`src/rtl/core/angle_median_ema_filter_assert.svh`:
```
// Assertion macros for the angle median/EMA filter core.
// Included by the top level; expects clk and rst_n at the point of use.
`ifndef ANGLE_MEDIAN_EMA_FILTER_ASSERT_SVH
`define ANGLE_MEDIAN_EMA_FILTER_ASSERT_SVH
`ifndef NO_ASSERTIONS
`define AMF_ASSERT_IMPLIES(lbl, ante, cons, msg) \
  lbl: assert property (@(posedge clk) disable iff (!rst_n) (ante) |-> (cons)) \
    else $error(msg);
`define AMF_ASSERT_NEXT(lbl, ante, cons, msg) \
  lbl: assert property (@(posedge clk) disable iff (!rst_n) (ante) |=> (cons)) \
    else $error(msg);
`else
`define AMF_ASSERT_IMPLIES(lbl, ante, cons, msg)
`define AMF_ASSERT_NEXT(lbl, ante, cons, msg)
`endif
`endif

```
`src/rtl/core/amf_pkg.sv`:
```
// Shared types and constants of the angle median/EMA filter core.
// No dependencies; used by the sort cell, the sort chain and the top level.
`timescale 1ns / 1ps
package amf_pkg;

  localparam int RAW_W      = 16;
  localparam int ANGLE_W    = 14;
  localparam int ALPHA_W    = 9;
  localparam int CONF_W     = 8;
  localparam int FRAC_W     = 8;
  localparam int SMOOTH_W   = ANGLE_W + FRAC_W;
  localparam int CFG_IDX_W  = 2;
  localparam int CFG_DATA_W = 14;

  localparam logic [ANGLE_W-1:0] ANGLE_MAX = 14'd11520;
  localparam logic [ALPHA_W-1:0] ALPHA_MAX = 9'd256;

  localparam logic [ALPHA_W-1:0] ALPHA_RST     = 9'd77;
  localparam logic [ANGLE_W-1:0] THRESHOLD_RST = 14'd32;
  localparam logic [CONF_W-1:0]  CONFIRM_RST   = 8'd3;

  localparam logic [CFG_IDX_W-1:0] REG_EMA_ALPHA      = 2'd0;
  localparam logic [CFG_IDX_W-1:0] REG_ZERO_THRESHOLD = 2'd1;
  localparam logic [CFG_IDX_W-1:0] REG_ZERO_CONFIRM   = 2'd2;

  // What one sort cell shows its right-hand neighbor.
  typedef struct packed {
    logic [ANGLE_W-1:0] val;
    logic               valid;
    logic               gt;
  } sort_link_t;

endpackage

```
`src/rtl/core/angle_median_ema_filter.sv`:
```
// Top level of the angle median/EMA filter core.
// Depends on amf_pkg, amf_sort_chain and angle_median_ema_filter_assert.svh.
`timescale 1ns / 1ps
// Smooths one arrival angle per frame, in 1/64 degree. Each input transfer
// produces exactly one output transfer. The angle is clamped to 0..180
// degrees; an angle at or below zero_threshold is held back (the last output
// is repeated with updated low) until zero_confirm_frames such frames have
// come in a row. An accepted angle goes into a ring of WINDOW entries, the
// filled entries are streamed through a row of sort cells one per cycle, and
// the median (truncated mean of the two middle values for an even count)
// drives an exponential average with weight ema_alpha/256; the first accepted
// median loads the average. A rejected frame goes straight to the emit step and
// loads its result into the output register once that register is free. An
// accepted frame steps through scan, drain, median, multiply, update and emit,
// the scan feeding the sort cells one ring entry per cycle through the single
// ring read port; the very first accepted frame loads the average without the
// multiply and skips the update step. The next frame is taken in the cycle
// after the result is loaded. The result sits in an output register, so a new
// frame can be taken while it waits. Configuration writes are always ready
// and are meant to arrive only while the block is idle.
module angle_median_ema_filter #(
  parameter int WINDOW = 5
) (
  input  logic                           clk,
  input  logic                           rst_n,
  // Input: raw_angle [15:0], signed.
  input  logic                           in_tvalid,
  output logic                           in_tready,
  input  logic [15:0]                    in_tdata,
  // Output tdata: filtered_angle [13:0], zero padding [15:14].
  output logic                           out_tvalid,
  input  logic                           out_tready,
  output logic [15:0]                    out_tdata,
  // Output tuser: updated [0], has_value [1].
  output logic [1:0]                     out_tuser,
  // Configuration write channel.
  input  logic                           cfg_valid,
  output logic                           cfg_ready,
  input  logic [amf_pkg::CFG_IDX_W-1:0]  cfg_index,
  input  logic [amf_pkg::CFG_DATA_W-1:0] cfg_data
);
  import amf_pkg::*;
  `include "angle_median_ema_filter_assert.svh"

  localparam int CNT_W  = $clog2(WINDOW + 1);
  localparam int IDX_W  = (WINDOW > 1) ? $clog2(WINDOW) : 1;
  localparam int DIFF_W = SMOOTH_W + 1;
  localparam int PROD_W = ALPHA_W + 1 + DIFF_W;

  typedef enum logic [2:0] {
    ST_IDLE,
    ST_SCAN,
    ST_DRAIN,
    ST_MEDIAN,
    ST_MULT,
    ST_UPDATE,
    ST_EMIT
  } state_t;

  state_t state_r;

  // Configuration registers.
  logic [ALPHA_W-1:0] alpha_r;
  logic [ANGLE_W-1:0] thr_r;
  logic [CONF_W-1:0]  conf_r;

  // Filter state.
  logic [ANGLE_W-1:0]  ring_mem [WINDOW];
  logic [IDX_W-1:0]    wpos_r;
  logic [CNT_W-1:0]    fill_r;
  logic [CONF_W-1:0]   zrun_r;
  logic [SMOOTH_W-1:0] smooth_r;
  logic                primed_r;

  // Working registers.
  logic [IDX_W-1:0]         rd_idx_r;
  logic [ANGLE_W-1:0]       rd_data_r;
  logic                     feed_en_r;
  logic [ANGLE_W-1:0]       med_r;
  logic signed [PROD_W-1:0] prod_r;
  logic                     upd_r;

  // Output registers.
  logic                out_valid_r;
  logic [ANGLE_W-1:0]  out_angle_r;
  logic                out_upd_r;
  logic                out_has_r;

  logic in_fire;
  logic out_free;

  assign in_tready = (state_r == ST_IDLE);
  assign in_fire   = in_tvalid && in_tready;
  assign out_free  = !out_valid_r || out_tready;
  assign cfg_ready = 1'b1;

  assign out_tvalid = out_valid_r;
  assign out_tdata  = {{(16 - ANGLE_W){1'b0}}, out_angle_r};
  assign out_tuser  = {out_has_r, out_upd_r};

  // Clamp and the zero-run decision, evaluated on the incoming transfer.
  logic [ANGLE_W-1:0] angle_c;
  logic               is_zero;
  logic [CONF_W-1:0]  zrun_inc;
  logic               reject;

  always_comb begin
    if (in_tdata[RAW_W-1]) begin
      angle_c = '0;
    end else if (in_tdata[RAW_W-2:0] > {1'b0, ANGLE_MAX}) begin
      angle_c = ANGLE_MAX;
    end else begin
      angle_c = in_tdata[ANGLE_W-1:0];
    end
  end

  assign is_zero  = (angle_c <= thr_r);
  assign zrun_inc = (zrun_r < conf_r) ? zrun_r + CONF_W'(1) : zrun_r;
  assign reject   = is_zero && (zrun_inc < conf_r);

  // Ring bookkeeping.
  logic [IDX_W-1:0] wpos_nxt;
  logic [CNT_W-1:0] fill_nxt;
  logic             scan_last;

  assign wpos_nxt  = (wpos_r == IDX_W'(WINDOW - 1)) ? '0 : wpos_r + IDX_W'(1);
  assign fill_nxt  = (fill_r < CNT_W'(WINDOW)) ? fill_r + CNT_W'(1) : fill_r;
  assign scan_last = ((CNT_W'(rd_idx_r) + CNT_W'(1)) == fill_r);

  always_ff @(posedge clk) begin
    if (in_fire && !reject) begin
      ring_mem[wpos_r] <= angle_c;
    end
    rd_data_r <= ring_mem[rd_idx_r];
  end

  // Sorter and median selection.
  logic [IDX_W-1:0]   half_idx;
  logic               even_cnt;
  logic [ANGLE_W-1:0] mid_hi;
  logic [ANGLE_W-1:0] mid_lo;
  logic [ANGLE_W:0]   mid_sum;
  logic [ANGLE_W-1:0] med_c;

  assign half_idx = IDX_W'(fill_r >> 1);
  assign even_cnt = !fill_r[0];

  amf_sort_chain #(
    .WINDOW (WINDOW),
    .IDX_W  (IDX_W)
  ) u_chain (
    .clk      (clk),
    .rst_n    (rst_n),
    .clear    (in_fire),
    .feed_en  (feed_en_r),
    .feed_val (rd_data_r),
    .half_idx (half_idx),
    .mid_hi   (mid_hi),
    .mid_lo   (mid_lo)
  );

  assign mid_sum = {1'b0, mid_lo} + {1'b0, mid_hi};
  assign med_c   = even_cnt ? mid_sum[ANGLE_W:1] : mid_hi;

  // Exponential average arithmetic.
  logic [ALPHA_W-1:0]       alpha_sat;
  logic signed [ALPHA_W:0]  alpha_s;
  logic signed [DIFF_W-1:0] diff_c;
  logic signed [PROD_W-1:0] prod_c;
  logic signed [PROD_W-1:0] acc_c;
  logic [SMOOTH_W:0]        round_c;
  logic [ANGLE_W-1:0]       held_c;

  assign alpha_sat = (alpha_r > ALPHA_MAX) ? ALPHA_MAX : alpha_r;
  assign alpha_s   = signed'({1'b0, alpha_sat});
  assign diff_c    = signed'({1'b0, med_r, {FRAC_W{1'b0}}}) - signed'({1'b0, smooth_r});
  assign prod_c    = alpha_s * diff_c;
  // An arithmetic shift of the product is the floor of the division by 256.
  assign acc_c     = signed'(PROD_W'({1'b0, smooth_r})) + (prod_r >>> FRAC_W);
  assign round_c   = {1'b0, smooth_r} + (SMOOTH_W + 1)'(1 << (FRAC_W - 1));
  assign held_c    = primed_r ? round_c[SMOOTH_W-1:FRAC_W] : '0;

  // Configuration writes; indexes beyond the register list are dropped.
  always_ff @(posedge clk) begin
    if (!rst_n) begin
      alpha_r <= ALPHA_RST;
      thr_r   <= THRESHOLD_RST;
      conf_r  <= CONFIRM_RST;
    end else if (cfg_valid && cfg_ready) begin
      case (cfg_index)
        REG_EMA_ALPHA:      alpha_r <= cfg_data[ALPHA_W-1:0];
        REG_ZERO_THRESHOLD: thr_r   <= cfg_data[ANGLE_W-1:0];
        REG_ZERO_CONFIRM:   conf_r  <= cfg_data[CONF_W-1:0];
        default:            ;
      endcase
    end
  end

  // Sequencer: state, filter state and the output register.
  always_ff @(posedge clk) begin
    if (!rst_n) begin
      state_r     <= ST_IDLE;
      wpos_r      <= '0;
      fill_r      <= '0;
      zrun_r      <= '0;
      smooth_r    <= '0;
      primed_r    <= 1'b0;
      rd_idx_r    <= '0;
      feed_en_r   <= 1'b0;
      out_valid_r <= 1'b0;
    end else begin
      if (out_valid_r && out_tready) begin
        out_valid_r <= 1'b0;
      end
      feed_en_r <= 1'b0;
      case (state_r)
        ST_IDLE: begin
          if (in_fire) begin
            zrun_r   <= is_zero ? zrun_inc : '0;
            upd_r    <= !reject;
            rd_idx_r <= '0;
            if (reject) begin
              state_r <= ST_EMIT;
            end else begin
              wpos_r  <= wpos_nxt;
              fill_r  <= fill_nxt;
              state_r <= ST_SCAN;
            end
          end
        end
        ST_SCAN: begin
          // The ring read lands in rd_data_r and reaches the cells next cycle.
          // The read index stays on the last filled entry once the scan ends.
          feed_en_r <= 1'b1;
          if (scan_last) begin
            state_r <= ST_DRAIN;
          end else begin
            rd_idx_r <= rd_idx_r + IDX_W'(1);
          end
        end
        ST_DRAIN: begin
          state_r <= ST_MEDIAN;
        end
        ST_MEDIAN: begin
          med_r   <= med_c;
          state_r <= ST_MULT;
        end
        ST_MULT: begin
          if (!primed_r) begin
            smooth_r <= {med_r, {FRAC_W{1'b0}}};
            primed_r <= 1'b1;
            state_r  <= ST_EMIT;
          end else begin
            prod_r  <= prod_c;
            state_r <= ST_UPDATE;
          end
        end
        ST_UPDATE: begin
          smooth_r <= acc_c[SMOOTH_W-1:0];
          state_r  <= ST_EMIT;
        end
        ST_EMIT: begin
          if (out_free) begin
            out_valid_r <= 1'b1;
            out_angle_r <= held_c;
            out_upd_r   <= upd_r;
            out_has_r   <= primed_r;
            state_r     <= ST_IDLE;
          end
        end
        default: begin
          state_r <= ST_IDLE;
        end
      endcase
    end
  end

  // An advanced filter always has a value to show.
  `AMF_ASSERT_IMPLIES(a_upd_has_value, out_tvalid && out_tuser[0], out_tuser[1], "updated without value")
  // Nothing held means a zero angle.
  `AMF_ASSERT_IMPLIES(a_empty_zero, out_tvalid && !out_tuser[1], out_tdata[13:0] == 14'd0, "nonzero angle without value")
  // The smoothed angle never leaves 0..180 degrees.
  `AMF_ASSERT_IMPLIES(a_angle_range, out_tvalid, out_tdata[13:0] <= ANGLE_MAX, "filtered angle above range")
  // The ring never counts more entries than it has, and the sequencer is busy after a transfer.
  `AMF_ASSERT_NEXT(a_busy_after_in, in_tvalid && in_tready, !in_tready && (fill_r <= CNT_W'(WINDOW)), "sequencer state after transfer")

endmodule

```
`src/rtl/core/amf_sort_cell.sv`:
```
// One cell of the insertion sorter: holds one angle and a valid flag.
// Depends on amf_pkg.
`timescale 1ns / 1ps
module amf_sort_cell (
  input  logic                          clk,
  input  logic                          rst_n,
  input  logic                          clear,
  input  logic                          feed_en,
  input  logic [amf_pkg::ANGLE_W-1:0]   feed_val,
  input  amf_pkg::sort_link_t           left_i,
  output amf_pkg::sort_link_t           link_o
);
  import amf_pkg::*;

  logic [ANGLE_W-1:0] val_r, val_nxt;
  logic               valid_r, valid_nxt;
  logic               gt;

  // An empty cell counts as larger than any angle.
  assign gt     = !valid_r || (val_r > feed_val);
  assign link_o = '{val: val_r, valid: valid_r, gt: gt};

  always_comb begin
    val_nxt   = val_r;
    valid_nxt = valid_r;
    if (clear) begin
      valid_nxt = 1'b0;
    end else if (feed_en && gt) begin
      if (left_i.gt) begin
        val_nxt   = left_i.val;
        valid_nxt = left_i.valid;
      end else begin
        val_nxt   = feed_val;
        valid_nxt = 1'b1;
      end
    end
  end

  always_ff @(posedge clk) begin
    if (!rst_n) begin
      valid_r <= 1'b0;
    end else begin
      valid_r <= valid_nxt;
    end
  end

  always_ff @(posedge clk) begin
    val_r <= val_nxt;
  end

endmodule

```
`src/rtl/core/amf_sort_chain.sv`:
```
// Row of sort cells that orders the window ascending, one angle per cycle,
// and picks the two middle entries. Depends on amf_pkg and amf_sort_cell.
`timescale 1ns / 1ps
module amf_sort_chain #(
  parameter int WINDOW = 5,
  parameter int IDX_W  = 3
) (
  input  logic                        clk,
  input  logic                        rst_n,
  input  logic                        clear,
  input  logic                        feed_en,
  input  logic [amf_pkg::ANGLE_W-1:0] feed_val,
  input  logic [IDX_W-1:0]            half_idx,
  output logic [amf_pkg::ANGLE_W-1:0] mid_hi,
  output logic [amf_pkg::ANGLE_W-1:0] mid_lo
);
  import amf_pkg::*;

  sort_link_t links [WINDOW+1];

  // The head of the row never shifts anything in.
  assign links[0] = '{val: '0, valid: 1'b0, gt: 1'b0};

  for (genvar g = 0; g < WINDOW; g++) begin : g_cell
    amf_sort_cell u_cell (
      .clk      (clk),
      .rst_n    (rst_n),
      .clear    (clear),
      .feed_en  (feed_en),
      .feed_val (feed_val),
      .left_i   (links[g]),
      .link_o   (links[g+1])
    );
  end

  always_comb begin
    mid_hi = '0;
    mid_lo = '0;
    for (int i = 0; i < WINDOW; i++) begin
      if (i == int'(half_idx)) begin
        mid_hi = mid_hi | links[i+1].val;
      end
      if ((i + 1) == int'(half_idx)) begin
        mid_lo = mid_lo | links[i+1].val;
      end
    end
  end

endmodule

```
`config.mk`:
```
export PLATFORM = sky130hd
export DESIGN_NAME = angle_median_ema_filter
export DESIGN_NICKNAME = d
export VERILOG_FILES = /design/src/rtl/core/amf_pkg.sv /design/src/rtl/core/angle_median_ema_filter.sv /design/src/rtl/core/amf_sort_cell.sv /design/src/rtl/core/amf_sort_chain.sv
export VERILOG_INCLUDE_DIRS = /design/src /design/src/rtl/core
export SDC_FILE = /design/constraint.sdc
export NUM_CORES = 1
export LEC_CHECK = 0
export BUFFER_PORTS_ARGS = -buffer_cell sky130_fd_sc_hd__buf_2
export CAP_MARGIN = 20
export CORE_ASPECT_RATIO = 2
export CORE_UTILIZATION = 40
export DETAILED_ROUTE_END_ITERATION = 8
export REMOVE_ABC_BUFFERS = 1
export SETUP_SLACK_MARGIN = 0.15
export SKIP_CTS_REPAIR_TIMING = 1
export SLEW_MARGIN = 0
export SYNTH_ARGS = -nofsm -noshare
export SYNTH_HDL_FRONTEND = slang
export SYNTH_SLANG_ARGS = --single-unit
export TNS_END_PERCENT = 30
```
`constraint.sdc`:
```
create_clock -name clk -period 7.36 [get_ports clk]
set_clock_uncertainty 0.15 [all_clocks]
set_input_delay 2.208 -clock clk [delete_from_list [all_inputs] [get_ports clk]]
set_output_delay 2.208 -clock clk [all_outputs]
set_load 0.02 [all_outputs]
```
# Word-level counts from Yosys, hierarchy flattened
# Memories as Yosys holds them, arrays and structs flattened. A register that Yosys moved wholly into a read port is not among the register bits.
# Index checks and enable logic that the tools add are counted.
[op_classes] add_sub_neg=8 n_mul=1 magnitude_cmp=10 n_eq_ne=18 n_mux=37 n_bitwise=8 reduce_logical=42
[op_table] op="14-bit 2-to-1 mux" n=13
[op_table] op="14-bit bitwise OR" n=5
[op_table] op="14-bit > comparator" n=4
[op_table] op="22-bit case mux with 2 select lines" n=1
[op_table] op="10-bit by 23-bit multiplier with 30-bit output" n=1
[op_table] op="22-bit by 22-bit subtractor with 23-bit output" n=1
[op_table] op="22-bit adder" n=1
[op_table] op="22-bit by 8-bit adder with 22-bit output, second input constant" n=1
[op_table] op="22-bit 2-to-1 mux" n=1
[op_table] op="3-bit 2-to-1 mux" n=7
[op_table] op="3-bit case mux with 7 select lines" n=1
[op_table] op="2-bit AND reduction" n=10
[op_table] op="3-bit AND reduction" n=6
[op_table] op="8-bit < comparator" n=2
[op_table] op="8-bit 2-to-1 mux" n=2
[op_table] op="14-bit by 14-bit adder with 15-bit output" n=1
[op_table] op="15-bit by 14-bit > comparator with 1-bit output, second input constant" n=1
[op_table] op="14-bit less-or-equal comparator" n=1
[op_table] op="3-bit equality test, second input constant" n=4
[op_table] op="3-bit by 1-bit adder with 3-bit output, second input constant" n=3
[op_table] op="9-bit > comparator, second input constant" n=1
[op_table] op="1-bit 2-to-1 mux" n=9
[op_table] op="9-bit 2-to-1 mux" n=1
[op_table] op="8-bit by 1-bit adder with 8-bit output, second input constant" n=1
[op_table] op="other kinds (21)" n=46
[word_totals] ff_bits=197 mem_bits_rw=70 word_cells=151 memories=1
[memory_table] memory="ring_mem" depth=5 word_bits=14 read_ports=1 rd_clocked_by_memory_dff=1 write_ports=1 line="angle_median_ema_filter.sv:68" text="logic [ANGLE_W-1:0] ring_mem [WINDOW];"

# Logic depth before layout (Yosys ltp)
[depth] depth_word=10 ltp_mapped=29 mapped_depth_nobuf=28

# Hierarchy
# Synthesis repeated with hierarchy kept, for this count alone.
[hier_totals] cells_unflattened=2540 hier_area_um2=24348.4
[modules_own_cells] mod="angle_median_ema_filter" n_inst=1 cells_per_inst=1818 area_each_um2=17748.3 seq_area_each_um2=5495.3
[modules_own_cells] mod="amf_sort_cell" n_inst=5 cells_per_inst=108 area_each_um2=1034.7 seq_area_each_um2=440.4
[modules_own_cells] mod="amf_sort_chain" n_inst=1 cells_per_inst=182 area_each_um2=1426.4 seq_area_each_um2=0.0

# Worst setup path before layout
# OpenSTA, ideal clock, no wires.
[synth_path] path_kind="input port to flip-flop" startpoint="in in_tdata[3]" endpoint="mem ring_mem[4][0] (enable)" setup_ps=427 arrival_ps=6597 path_slack_ps=186 path_stages=19 path_buffers=1 path_cell_list="nor4_1 > nand2_1 > a21oi_1 > nor2_1 > o21ai_0 > nand2b_1 > nor2_1 > and2_1 > ha_1 > nor2b_1 > o21a_1 > o21a_1 > o21ai_0 > a211o_1 > a31oi_1 > or2_2 > clkbuf_1 > o21ai_2 > nor4b_1"
[synth_via] elab_chain_cells=9
[synth_lines] element="from (decl)" line="angle_median_ema_filter.sv:29" text="input logic [15:0] in_tdata,"
[synth_lines] element="15-bit by 14-bit > comparator with 1-bit output" line="angle_median_ema_filter.sv:110" text="end else if (in_tdata[RAW_W-2:0] > {1'b0, ANGLE_MAX}) begin"
[synth_lines] element="14-bit 2-to-1 mux" line="angle_median_ema_filter.sv:110"
[synth_lines] element="14-bit 2-to-1 mux" line="angle_median_ema_filter.sv:108" text="if (in_tdata[RAW_W-1]) begin"
[synth_lines] element="named net angle_c[1]" line="angle_median_ema_filter.sv:102" text="logic [ANGLE_W-1:0] angle_c;"
[synth_lines] element="14-bit less-or-equal comparator" line="angle_median_ema_filter.sv:117" text="assign is_zero = (angle_c <= thr_r);"
[synth_lines] element="1-bit logical AND" line="angle_median_ema_filter.sv:119" text="assign reject = is_zero && (zrun_inc < conf_r);"
[synth_lines] element="1-bit logical NOT" line="angle_median_ema_filter.sv:131" text="if (in_fire && !reject) begin"
[synth_lines] element="1-bit logical AND" line="angle_median_ema_filter.sv:131"
[synth_lines] element="1-bit 2-to-1 mux" line="angle_median_ema_filter.sv:131"
[synth_lines] element="1-bit 2-to-1 mux (implied by the code)" line="angle_median_ema_filter.sv:132" text="ring_mem[wpos_r] <= angle_c;"
[synth_lines] element="to (decl)" line="angle_median_ema_filter.sv:68"
# The timed path passes the listed nets, and every way through them passes these cells.

# Worst setup path in the final report
[layout_path] startpoint="reg med_r[0]" endpoint="reg prod_r[18] (data pin)"
[layout_via] elab_chain_cells=2
[layout_lines] element="from (decl)" line="angle_median_ema_filter.sv:79" text="logic [ANGLE_W-1:0] med_r;"
[layout_lines] element="from (signal assigned)" line="angle_median_ema_filter.sv:245" text="med_r <= med_c;"
[layout_lines] element="22-bit by 22-bit subtractor with 23-bit output" line="angle_median_ema_filter.sv:176" text="assign diff_c = signed'({1'b0, med_r, {FRAC_W{1'b0}}}) - signed'({1'b0, smooth_r});"
[layout_lines] element="10-bit by 23-bit multiplier with 30-bit output" line="angle_median_ema_filter.sv:177" text="assign prod_c = alpha_s * diff_c;"
[layout_lines] element="named net prod_c[18]" line="angle_median_ema_filter.sv:169" text="logic signed [PROD_W-1:0] prod_c;"
[layout_lines] element="to (signal assigned)" line="angle_median_ema_filter.sv:254" text="prod_r <= prod_c;"
[layout_lines] element="to (decl)" line="angle_median_ema_filter.sv:80" text="logic signed [PROD_W-1:0] prod_r;"
# The timed path passes the listed nets, and every way through them passes these cells.
# A chain may end at the register's enable or synchronous reset.

==> metrics <==
CP Class register to register; clk buf depth 3; Hold WC Path Type register to register; share of cells above drive strength 1 0.151; Post-synth EDFFs 179; # IOs 58; total global-route track usage 0.229; Syn Area/Cell 9.89 µm²; YS warnings 0; H-tree depth 1; Final nets 2741; row count 121; met1 wire length 19900 µm; clk_lat worst skew 580 ps; Antenna Violating Nets Remaining 0; final worst-path setup slack 310 ps; Worst EP arrival 7200 ps; Critical Path End Type register; DRT Pass-1 Iters 5; Starting Density 0.406; violation count after the first detailed-route iteration 712; Min-Delay Startpoint thr_r[11]; Core Area 54500 µm²; vias in the first global route 17917; fmax 0.142 GHz; # Max-Cap Violations 0; most frequent cell after synthesis inv_1; Final Critical Period 7050 ps; Tightest Pin Transition 1090 ps; Routed WL 63000 µm; CTS tree yes; Synth top area share 0.243; Distinct cells, synth 84; CP startpoint kind register; # diodes 0; DR WL/cell 20.7 µm; full die area 56400 µm²; Yosys reg bits 273; TNS Setup 0 ps; initial antenna violation count 0; Post-Synth XOR/XNOR Area 0.0450; post-synthesis cell area 22100 µm²; die height 335 µm; Clock transition at path regs 70 ps; Critical Path Source med_r[0]; Compound-Gate Fraction of Synth Area 0.109; die width 168 µm; worst-path fanout max 6; Final Slew Violations 0; Root Driver clkbuf_16; fin crit share 0.958; Synth top cells by count inv_1, nand2_1, ha_1; # fillers 5145; Finished Cell Area 24900 µm²; final core utilization 0.458; RSZ-0062 raised after global routing false; CTS Buf Count 26; synth top area cells edfxtp_1, fa_1, ha_1, dfxtp_1, inv_1; Setup violations, final 0; Post-DP HPWL 51100 µm; Port Buf Inserts 54; largest net degree at the start of global routing 55; DRC viols 0; first-pass GRT wire length 97700 µm; area added between synthesis and finish 12.6%; Synth area leader edfxtp_1; data required time at the worst endpoint 7510 ps; uppermost layer routed met4; placer congestion estimate 0.975; adder-cell area share of the yosys netlist 0.258; Synth Instances 2239; Reg2Reg Launch Point med_r[0]; final hold viol count 0; status complete, no violations; DP Worst Slack -64.0 ps; mux contribution to synthesized area 0.0571; sequential area share after synthesis 0.328; Placed Area 23600 µm²; largest family of logic cells by synthesized area adder cells; metal2 WL 35600 µm; routed vias 16696; grt ovf 0; vias per cell 5.49; asr flop ratio synth 0; top_reg_cell synth edfxtp_1; Slew headroom 0.275; Clock Sinks 273; simple-gate share of the synthesized area 0.142; metal3 WL 1980 µm
[worst max-delay path: stages, from the launching register on]
cell and delay, ps:
edfxtp_1 450, ha_4 290, a41o_2 240, a21o_1 180, a21o_1 170, a21oi_1 150
buf_4 180, xor2_2 160, buf_4 140, nor2_2 40, fa_1 470, fa_1 540
inv_1 60, fa_1 470, fa_1 550, inv_1 70, fa_1 490, ha_1 360
nand3_1 130, nor2_1 140, nor3_2 60, buf_4 150, buf_4 130, a21oi_1 210
o21ai_1 140, nor2b_1 170, xnor2_1 470
[cell usage in the layout, fill, tap and decap left out, drive strengths merged, types with 46 or more instances in the layout]
| master | synthesis | layout |
|---|---|---|
| inv | 264 | 271 |
| nand2 | 253 | 253 |
| ha | 201 | 201 |
| nor2 | 187 | 187 |
| edfxtp | 179 | 179 |
| fa | 160 | 160 |
| buf | 12 | 150 |
| a21oi | 105 | 105 |
| dfxtp | 94 | 94 |
| xnor2 | 81 | 81 |
| o21ai | 79 | 79 |
| mux2 | 58 | 58 |
| nor2b | 46 | 46 |
[stage by stage]
stage                     std cells  hold slack [ps]
after floorplan                2164              250
after global placement         2977              302
after detailed placement       2977              308
after CTS                      3025              319
after global routing           3039              326
final                          3039              317
[worst paths after layout]
check / to / slack, ps / cells after the start
setup / recovery: prod_r[18] / 310 / 26
hold reg to reg: thr_r[11] / 320 / 2
setup reg to reg: prod_r[18] / 310 / 26
hold / removal: thr_r[11] / 320 / 2
[logic make-up (layout without fill, tap and decap cells)]
group / Yosys count / after routing
fa+ha+maj: 361 / 361
buf+inv: 341 / 464
mux: 100 / 100
other cells: 2 / 3
compound gates: 366 / 366
xor+xnor: 113 / 113
flops: 273 / 273
simple gates: 683 / 683
[registers in the layout, summed over array words and instances (netlist names), 4 cells and up]
signal                         count
u_chain.g_cell.u_cell.valid_r      4
rd_data_r                         14
alpha_r                            9
u_chain.g_cell.u_cell.val_r       56
out_angle_r                       14
conf_r                             8
smooth_r                          22
thr_r                             14
med_r                             14
zrun_r                             8
ring_mem                          70
prod_r                            22
[layout make-up]
cell class | instances | area [µm²] | area share
inverter | 265 | 995 | 0.0399
tap | 676 | 846 | 0.0339
multi-input combinational | 1626 | 13900 | 0.559
timing repair buffer | 151 | 1040 | 0.0418
clock inverter | 21 | 213 | 0.00853
sequential | 273 | 7260 | 0.291
clock buffer | 27 | 654 | 0.0262
[routing by layer]
metal / vias to the layer above / track usage
met5: - / 0
met4: 0 / 0.172
met3: 221 / 0.0218
met2: 440 / 0.464
met1: 8196 / 0.202
li1: 7839 / -
Power is left out: the tool's default activity adds up to more than one toggle a clock period on the data nets, which glitch-free logic cannot reach.
